File: config.mk
export PLATFORM = sky130hd
export DESIGN_NAME = shared_region_slot_allocator
export DESIGN_NICKNAME = d
export VERILOG_FILES = /design/src/sv/srsa_pkg.sv /design/src/sv/srsa_ctrl.sv /design/src/sv/srsa_dp.sv /design/src/sv/shared_region_slot_allocator.sv
export SDC_FILE = /design/constraint.sdc
export NUM_CORES = 1
export LEC_CHECK = 0
export ABC_AREA = 1
export BUFFER_PORTS_ARGS = -buffer_cell sky130_fd_sc_hd__clkbuf_2
export CAP_MARGIN = 30
export CORE_AREA = 2 2 156 311
export DETAILED_ROUTE_END_ITERATION = 7
export DIE_AREA = 0 0 158 313
export SYNTH_ARGS = -nofsm -noshare
export SYNTH_HDL_FRONTEND = slang
export SYNTH_SLANG_ARGS = --single-unit
File: constraint.sdc
create_clock -name clk -period 13.7 [get_ports clk]
set_clock_uncertainty 0.1 [all_clocks]
set_input_delay 2.74 -clock clk [delete_from_list [all_inputs] [get_ports clk]]
set_output_delay 2.74 -clock clk [all_outputs]
set_load 0.01 [all_outputs]
File: src/sv/srsa_pkg.sv
`default_nettype none

package srsa_pkg;

  typedef enum logic [2:0] {
    CMD_MAP    = 3'd0,
    CMD_UNMAP  = 3'd1,
    CMD_SYNC   = 3'd2,
    CMD_STATUS = 3'd3
  } cmd_t;

  typedef enum logic [1:0] {
    RC_OK      = 2'd0,
    RC_INVALID = 2'd1,
    RC_FULL    = 2'd2,
    RC_STATE   = 2'd3
  } rc_t;

  typedef enum logic {
    ST_IDLE = 1'b0,
    ST_EXEC = 1'b1
  } state_t;

  typedef struct packed {
    logic latch;
    logic exec;
  } ctl_t;

  localparam int CMD_W         = 3;
  localparam int SIZE_W        = 64;
  localparam int OWNER_W       = 32;
  localparam int SEL_W         = 32;
  localparam int ADDR_W        = 64;
  localparam int STRIDE_W      = 32;
  localparam int GRANT_W       = 4;
  localparam int TOTAL_W       = 5;
  localparam int SEQ_W         = 32;
  localparam int CFG_IDX_W     = 1;
  localparam int CFG_DATA_W    = 64;

  localparam logic [CFG_IDX_W-1:0] CFG_PHYS_BASE   = 1'd0;
  localparam logic [CFG_IDX_W-1:0] CFG_PHYS_STRIDE = 1'd1;

  localparam logic [OWNER_W-1:0] OWNER_NONE = 32'hFFFF_FFFF;

endpackage

`default_nettype wire

File: src/sv/srsa_ctrl.sv
`default_nettype none

module srsa_ctrl (
  input  wire logic          clk,
  input  wire logic          rst_n,
  input  wire logic          start,
  output srsa_pkg::ctl_t     ctl,
  output logic               busy,
  output logic               out_valid
);
  import srsa_pkg::*;

  state_t state_r, state_nxt;
  logic   out_valid_r, out_valid_nxt;

  always_ff @(posedge clk) begin
    if (!rst_n) begin
      state_r     <= ST_IDLE;
      out_valid_r <= 1'b0;
    end else begin
      state_r     <= state_nxt;
      out_valid_r <= out_valid_nxt;
    end
  end

  always_comb begin
    state_nxt     = state_r;
    out_valid_nxt = 1'b0;
    ctl.latch     = 1'b0;
    ctl.exec      = 1'b0;
    busy          = 1'b0;
    unique case (state_r)
      ST_IDLE: begin
        if (start) begin
          ctl.latch = 1'b1;
          state_nxt = ST_EXEC;
        end
      end
      ST_EXEC: begin
        busy          = 1'b1;
        ctl.exec      = 1'b1;
        out_valid_nxt = 1'b1;
        state_nxt     = ST_IDLE;
      end
      default: begin
        state_nxt = ST_IDLE;
      end
    endcase
  end

  assign out_valid = out_valid_r;

endmodule

`default_nettype wire

File: src/sv/srsa_dp.sv
`default_nettype none

module srsa_dp #(
  parameter int NUM_ENTRIES = 16
) (
  input  wire logic                             clk,
  input  wire logic                             rst_n,
  input  wire srsa_pkg::ctl_t                   ctl,
  input  wire logic                             cfg_we,
  input  wire logic [srsa_pkg::CFG_IDX_W-1:0]   cfg_index,
  input  wire logic [srsa_pkg::CFG_DATA_W-1:0]  cfg_wdata,
  input  wire logic [srsa_pkg::CMD_W-1:0]       in_cmd,
  input  wire logic [srsa_pkg::SIZE_W-1:0]      in_request_size,
  input  wire logic [srsa_pkg::OWNER_W-1:0]     in_owner_id,
  input  wire logic [srsa_pkg::SEL_W-1:0]       in_entry_select,
  output logic      [1:0]                       out_result_code,
  output logic      [srsa_pkg::GRANT_W-1:0]     out_granted_entry,
  output logic      [srsa_pkg::ADDR_W-1:0]      out_region_address,
  output logic      [srsa_pkg::TOTAL_W-1:0]     out_entry_total,
  output logic      [srsa_pkg::SEQ_W-1:0]       out_sequence_number
);
  import srsa_pkg::*;

  localparam int IDX_W  = (NUM_ENTRIES > 1) ? $clog2(NUM_ENTRIES) : 1;
  localparam int PROD_W = IDX_W + STRIDE_W;
  localparam logic [SEL_W-1:0]   NUM_SEL = SEL_W'(NUM_ENTRIES);
  localparam logic [TOTAL_W-1:0] TOTAL   = TOTAL_W'(NUM_ENTRIES);

  logic [ADDR_W-1:0]   base_r;
  logic [STRIDE_W-1:0] stride_r;

  logic [CMD_W-1:0]    cmd_r;
  logic [SIZE_W-1:0]   size_r;
  logic [OWNER_W-1:0]  owner_r;
  logic [SEL_W-1:0]    sel_r;

  logic [NUM_ENTRIES-1:0] mapped_r;
  logic [SIZE_W-1:0]      size_mem  [NUM_ENTRIES];
  logic [OWNER_W-1:0]     owner_mem [NUM_ENTRIES];
  logic [SEQ_W-1:0]       seq_r;

  rc_t                 code_r;
  logic [IDX_W-1:0]    grant_r;
  logic                map_ok_r;
  logic                status_r;
  logic [PROD_W-1:0]   prod_r;

  logic                free_found;
  logic [IDX_W-1:0]    free_idx;
  logic [IDX_W-1:0]    sel_idx;
  logic                sel_ok;
  logic                sel_mapped;
  rc_t                 code_nxt;
  logic                map_ok_nxt;
  logic                unmap_ok;
  logic                status_nxt;
  logic [SEQ_W-1:0]    seq_nxt;
  logic [PROD_W-1:0]   prod_nxt;
  logic [IDX_W+GRANT_W-1:0] grant_ext;

  always_ff @(posedge clk) begin
    if (!rst_n) begin
      base_r   <= '0;
      stride_r <= '0;
    end else if (cfg_we) begin
      unique case (cfg_index)
        CFG_PHYS_BASE:   base_r   <= cfg_wdata;
        CFG_PHYS_STRIDE: stride_r <= cfg_wdata[STRIDE_W-1:0];
        default: ;
      endcase
    end
  end

  always_ff @(posedge clk) begin
    if (ctl.latch) begin
      cmd_r   <= in_cmd;
      size_r  <= in_request_size;
      owner_r <= in_owner_id;
      sel_r   <= in_entry_select;
    end
  end

  always_comb begin
    free_found = 1'b0;
    free_idx   = '0;
    for (int i = NUM_ENTRIES - 1; i >= 0; i--) begin
      if (!mapped_r[i]) begin
        free_found = 1'b1;
        free_idx   = IDX_W'(i);
      end
    end
  end

  assign sel_idx    = sel_r[IDX_W-1:0];
  assign sel_ok     = sel_r < NUM_SEL;
  assign sel_mapped = sel_ok && mapped_r[sel_idx];
  assign prod_nxt   = PROD_W'(free_idx) * PROD_W'(stride_r);

  always_comb begin
    code_nxt   = RC_OK;
    map_ok_nxt = 1'b0;
    unmap_ok   = 1'b0;
    status_nxt = 1'b0;
    seq_nxt    = seq_r;
    unique case (cmd_r)
      CMD_MAP: begin
        if (size_r == '0) begin
          code_nxt = RC_INVALID;
        end else if (!free_found) begin
          code_nxt = RC_FULL;
        end else begin
          map_ok_nxt = 1'b1;
          seq_nxt    = seq_r + SEQ_W'(1);
        end
      end
      CMD_UNMAP, CMD_SYNC: begin
        if (!sel_ok) begin
          code_nxt = RC_INVALID;
        end else if (!sel_mapped) begin
          code_nxt = RC_STATE;
        end else if (cmd_r == CMD_UNMAP) begin
          unmap_ok = 1'b1;
          seq_nxt  = seq_r + SEQ_W'(1);
        end else begin
          seq_nxt = seq_r + SEQ_W'(2);
        end
      end
      CMD_STATUS: begin
        status_nxt = 1'b1;
        seq_nxt    = seq_r + SEQ_W'(1);
      end
      default: begin
        code_nxt = RC_INVALID;
      end
    endcase
  end

  always_ff @(posedge clk) begin
    if (!rst_n) begin
      mapped_r <= '0;
      seq_r    <= '0;
    end else if (ctl.exec) begin
      seq_r <= seq_nxt;
      if (map_ok_nxt) begin
        mapped_r[free_idx] <= 1'b1;
      end else if (unmap_ok) begin
        mapped_r[sel_idx] <= 1'b0;
      end
    end
  end

  always_ff @(posedge clk) begin
    if (ctl.exec && map_ok_nxt) begin
      size_mem[free_idx]  <= size_r;
      owner_mem[free_idx] <= owner_r;
    end else if (ctl.exec && unmap_ok) begin
      size_mem[sel_idx]  <= '0;
      owner_mem[sel_idx] <= OWNER_NONE;
    end
  end

  always_ff @(posedge clk) begin
    if (ctl.exec) begin
      code_r   <= code_nxt;
      grant_r  <= map_ok_nxt ? free_idx : '0;
      map_ok_r <= map_ok_nxt;
      status_r <= status_nxt;
      prod_r   <= prod_nxt;
    end
  end

  assign grant_ext           = {{GRANT_W{1'b0}}, grant_r};
  assign out_result_code     = code_r;
  assign out_granted_entry   = grant_ext[GRANT_W-1:0];
  assign out_region_address  = map_ok_r ? base_r + ADDR_W'(prod_r) : '0;
  assign out_entry_total     = status_r ? TOTAL : '0;
  assign out_sequence_number = seq_r;

endmodule

`default_nettype wire

File: src/sv/shared_region_slot_allocator.sv
// A command taken on start moves the FSM to ST_EXEC; there the result and out_valid are
// registered, and out_valid is then high for one cycle.
// The table update state holds busy, and no new command is taken while busy is high.
// The result is registered, so a new start is taken in the cycle the result is shown.
// The receiver cannot stall; out_valid marks each result for exactly one cycle.
// Reset (rst_n low, synchronous) frees all entries, clears the counter and layout regs.
`default_nettype none

module shared_region_slot_allocator #(
  parameter int NUM_ENTRIES = 16
) (
  input  wire logic                             clk,
  input  wire logic                             rst_n,
  input  wire logic                             cfg_we,
  input  wire logic [srsa_pkg::CFG_IDX_W-1:0]   cfg_index,
  input  wire logic [srsa_pkg::CFG_DATA_W-1:0]  cfg_wdata,
  input  wire logic                             start,
  output logic                                  busy,
  input  wire logic [srsa_pkg::CMD_W-1:0]       in_cmd,
  input  wire logic [srsa_pkg::SIZE_W-1:0]      in_request_size,
  input  wire logic [srsa_pkg::OWNER_W-1:0]     in_owner_id,
  input  wire logic [srsa_pkg::SEL_W-1:0]       in_entry_select,
  output logic                                  out_valid,
  output logic      [1:0]                       out_result_code,
  output logic      [srsa_pkg::GRANT_W-1:0]     out_granted_entry,
  output logic      [srsa_pkg::ADDR_W-1:0]      out_region_address,
  output logic      [srsa_pkg::TOTAL_W-1:0]     out_entry_total,
  output logic      [srsa_pkg::SEQ_W-1:0]       out_sequence_number
);
  import srsa_pkg::*;

  ctl_t ctl;

  srsa_ctrl u_ctrl (
    .clk       (clk),
    .rst_n     (rst_n),
    .start     (start),
    .ctl       (ctl),
    .busy      (busy),
    .out_valid (out_valid)
  );

  srsa_dp #(
    .NUM_ENTRIES (NUM_ENTRIES)
  ) u_dp (
    .clk                 (clk),
    .rst_n               (rst_n),
    .ctl                 (ctl),
    .cfg_we              (cfg_we),
    .cfg_index           (cfg_index),
    .cfg_wdata           (cfg_wdata),
    .in_cmd              (in_cmd),
    .in_request_size     (in_request_size),
    .in_owner_id         (in_owner_id),
    .in_entry_select     (in_entry_select),
    .out_result_code     (out_result_code),
    .out_granted_entry   (out_granted_entry),
    .out_region_address  (out_region_address),
    .out_entry_total     (out_entry_total),
    .out_sequence_number (out_sequence_number)
  );

`ifndef SYNTHESIS
  a_accept_busy: assert property (@(posedge clk) disable iff (!rst_n)
    start && !busy |=> busy && !out_valid)
    else $error("accepted command did not enter execution");

  a_result_after_busy: assert property (@(posedge clk) disable iff (!rst_n)
    out_valid |-> $past(busy) && !busy)
    else $error("result strobe without a preceding execution cycle");

  a_error_fields_zero: assert property (@(posedge clk) disable iff (!rst_n)
    out_valid && out_result_code != RC_OK |->
      out_granted_entry == '0 && out_region_address == '0 && out_entry_total == '0)
    else $error("error result carries nonzero fields");

  a_seq_hold_on_error: assert property (@(posedge clk) disable iff (!rst_n)
    out_valid && out_result_code != RC_OK |-> $stable(out_sequence_number))
    else $error("sequence counter moved on an error result");
`endif

endmodule

`default_nettype wire

==> results.rst <==
.. list-table::
   :header-rows: 1

   * - Metric
     - Value
   * - Register area share after synthesis
     - 38.56%
   * - Mapped Avg Cell Area
     - 7.547 um^2
   * - Time the final worst path needs with I/O delays and setup
     - 6.501 ns
   * - Max stage delay cell, worst path
     - fa_1
   * - Vias in the first global route
     - 16120
   * - Pwr/cell area
     - 91.03 mW/mm^2
   * - Final Setup Violations
     - 0
   * - Clock net sink count
     - 289
   * - Initial antenna violation count
     - 0
   * - Type of the worst setup path
     - register to primary output
   * - Number of nets at the end of the flow
     - 3071
   * - Hold buffer count at CTS
     - 0
   * - Most used cells in the layout excluding fill and tap cells
     - nor2_1 (480), nand2_1 (381), inv_1 (345)
   * - Antenna diode instance count
     - 0
   * - Clock tree from TritonCTS
     - built
   * - Startpoint of the lowest-slack hold path
     - u_dp.base_r[63]
   * - Run status
     - completed
   * - Hold Path Sink
     - u_dp.base_r[63]
   * - FF-to-FF End
     - u_dp.prod_r[28]
   * - Period utilization
     - 47.45%
   * - Leading register cell type out of synthesis
     - dfxtp_1
   * - Detailed placement HPWL
     - 42.39 mm
   * - Chip Height
     - 313 um
   * - Cell Count, Final, Fillers Out
     - 3384
   * - Number of pins with negative max-slew slack in the final report
     - 0
   * - Max stage delay on crit path
     - 0.40 ns
   * - Leakage power of the design
     - 9.471 nW
   * - Total clock buffers created by CTS
     - 28
   * - Class of the tightest hold or removal check
     - register to register
   * - Wire length of the first global-routing pass
     - 85.53 mm
   * - Hold depth
     - 2
   * - Achievable Freq
     - 153.8 MHz
   * - Cell count after placement
     - 3334
   * - Peak VDD IR
     - 109.3 uV
   * - Worst r2r src
     - u_dp.mapped_r[14]
   * - Vias per cell
     - 5.034
   * - Site row count
     - 113
   * - R2r setup slk
     - 8.11 ns
   * - Setup crit end kind
     - primary output
   * - Number of enable flip-flop cells after synthesis
     - 143
   * - Buffer depth of the longest clock path
     - 3
   * - Worst max-slew margin expressed relative to the limit
     - 40.81%
   * - Layout fillers
     - 4948
   * - Wire length reported by the detailed router
     - 54.91 mm
   * - RSZ-0062 raised after global routing
     - no
   * - Register clock-pin slew on the reported worst setup and hold paths
     - 0.08 ns
   * - Synthesized netlist cell count
     - 2480
   * - Max-cap violations
     - 0
   * - Number of iterations in the first detailed-routing pass
     - 5
   * - Core Box Area
     - 0.04722 mm^2
   * - Initial core utilization
     - 39.63%
   * - Final hold slack
     - 0.3859 ns
   * - Number of synthesis warnings
     - 0
   * - Launching element of the worst setup path
     - u_dp.prod_r[0]
   * - DRC errors left
     - 0
   * - Startpoint types
     - register
   * - Count of unique library cells instantiated by Yosys
     - 54
   * - Boundary Pins
     - 309
   * - RD Place Congestion
     - 0.9163
   * - All-layer global routing usage
     - 21.84%
   * - Die extent in x
     - 158 um
   * - Area growth from synthesis to layout
     - 15.66%
   * - Initial DRC Count
     - 1141
   * - Total setup buffers inserted after CTS
     - 0
   * - IO Port Bufs
     - 272
   * - Measured slew at the worst slew-check pin
     - 0.8857 ns
   * - Path depth of the worst reg2reg path
     - 25
   * - Worst path arrival time
     - 3.66 ns
   * - Die footprint
     - 0.04945 mm^2
   * - Cells along the critical path
     - ha_1 -> fa_1 -> nand2_1 -> nand3_1 -> o21ai_1 -> o21ai_1 -> a21oi_1 -> inv_1 -> a21oi_1 -> o21ai_0 -> a21o_1 -> nand2_1 -> nand2_1 -> nor2_1 -> clkbuf_2
   * - Grt total ovfl
     - 0
   * - CTS H-tree depth
     - 1
   * - Buffer type at the clock tree root
     - clkbuf_16
   * - Pin count of the biggest net entering global routing
     - 78
   * - Final count of hold timing violations
     - 0
   * - Post-detailed-placement cell area
     - 0.02076 mm^2
   * - Share of layout cells above drive strength 1
     - 13.26%
   * - Skew-Pair Late Insertion Delay
     - 0.60 ns
   * - Post-synthesis async set-or-reset flop share
     - 0%
   * - Average routed wire per standard cell
     - 16.23 um
   * - Maximum net fanout on the critical path
     - 4
   * - Finished Core Util
     - 45.84%
   * - Vias after detailed routing
     - 17030
   * - Most common library cell in the layout ignoring fill and taps
     - nor2_1
   * - Cell area after layout
     - 0.02165 mm^2
   * - Synthesized flop and latch total
     - 289
   * - Cells resized by post-CTS repair
     - 0
   * - Mapped Area
     - 0.01872 mm^2
   * - Accumulated negative setup slack
     - 0 ns
   * - Worst Path Required
     - 10.86 ns
   * - Antenna viol nets, final
     - 0
   * - Most frequent cell on the critical path
     - nand2_1
power breakdown:
group	switching [mW]	leakage, nW	total [mW]	internal [mW]
Sequential	0.0240	2.58	0.975	0.951
Combinational	0.149	6.48	0.225	0.0762
Clock	0.369	0.413	0.770	0.401
Total	0.542	9.47	1.97	1.43
worst max-delay path by stage:
stage,endpoint,depth (start not counted)
2_1_floorplan,u_dp.cmd_r[0],2
3_3_place_gp,out_region_address[30],15
3_5_place_dp,out_region_address[30],15
4_1_cts,out_region_address[30],15
5_1_grt,out_region_address[30],15
6_report,out_region_address[30],15
cells in the mapped netlist (6+ instances only):
| master | count | area share [%] |
|---|---|---|
| o21ai_0 | 201 | 5.4 |
| nor2_1 | 482 | 9.7 |
| nand4_1 | 26 | 0.87 |
| o21bai_1 | 9 | 0.36 |
| buf_2 | 6 | 0.16 |
| ha_1 | 78 | 5.2 |
| dfxtp_1 | 146 | 16 |
| a21o_1 | 9 | 0.36 |
| fa_1 | 61 | 6.5 |
| nor4_1 | 13 | 0.43 |
| a21boi_0 | 6 | 0.24 |
| o21ai_1 | 14 | 0.37 |
| o21a_1 | 13 | 0.52 |
| nor3_1 | 44 | 1.2 |
| xor2_1 | 48 | 2.2 |
| a21oi_1 | 221 | 5.9 |
| clkbuf_1 | 51 | 1.0 |
| nand3_1 | 62 | 1.7 |
| xnor2_1 | 26 | 1.2 |
| edfxtp_1 | 143 | 23 |
| buf_4 | 6 | 0.24 |
| inv_1 | 346 | 6.9 |
| nand2_1 | 382 | 7.7 |
| a31oi_1 | 17 | 0.57 |
cells by family after synthesis:
group	count (synthesis)	share of synthesized area, %
AOI/OAI and AO/OA	521	15.07
adders and majority gates	139	11.74
DFF	289	38.56
xor gates and xnor gates	74	3.463
buffers and inverters	422	8.630
other	1	0.02004
and+or+nand+nor	1034	22.52
through the flow:
| step | setup slack, ns | power, mW |
|---|---|---|
| final | 7.199 | 1.971 |
| after global routing | 6.939 | 2.054 |
| after CTS | 7.192 | 1.998 |
| after detailed placement | 7.842 | 1.218 |
| after global placement | 7.854 | 1.215 |
| after floorplan | 6.090 | 1.125 |
critical path: cells and delay by family, from the launching register on:
kind,cells,cell delay (ns)
fa+ha+maj,2,0.63
compound gates,6,1.37
buf+inv,2,0.23
simple gates,5,0.47
flops,1,0.37
per-layer routing:
metal	part of all wire, %	up-vias	track usage [%]
met1	45	7852	30.10
met2	46	523	35.63
met5	0	-	0
met4	2.8	0	6.839
met3	5.9	72	2.779
li1	-	8587	-
state kept, by name, indices dropped and copies added (netlist names):
name                      count
u_dp.cmd_r                    3
u_dp.size_r                  64
u_dp.base_r                  64
u_dp.prod_r                  36
u_dp.status_r                 1
u_dp.sel_r                   32
u_dp.out_granted_entry        4
u_dp.mapped_r                16
u_ctrl.state_r                1
u_ctrl.out_valid              1
u_dp.map_ok_r                 1
u_dp.stride_r                32
u_dp.out_result_code          2
u_dp.out_sequence_number     32
final cells by class:
| class | instances | area (um^2) | share of cell area (%) |
|---|---|---|---|
| timing repair buffer | 286 | 1501 | 6.936 |
| clock inverter | 18 | 175.2 | 0.8092 |
| sequential | 289 | 7218 | 33.34 |
| clock buffer | 32 | 715.7 | 3.306 |
| multi-input combinational | 1772 | 9913 | 45.80 |
| inverter | 355 | 1333 | 6.156 |
| tap | 632 | 790.8 | 3.653 |
No activity file was read; power rests on OpenSTA's default activity.
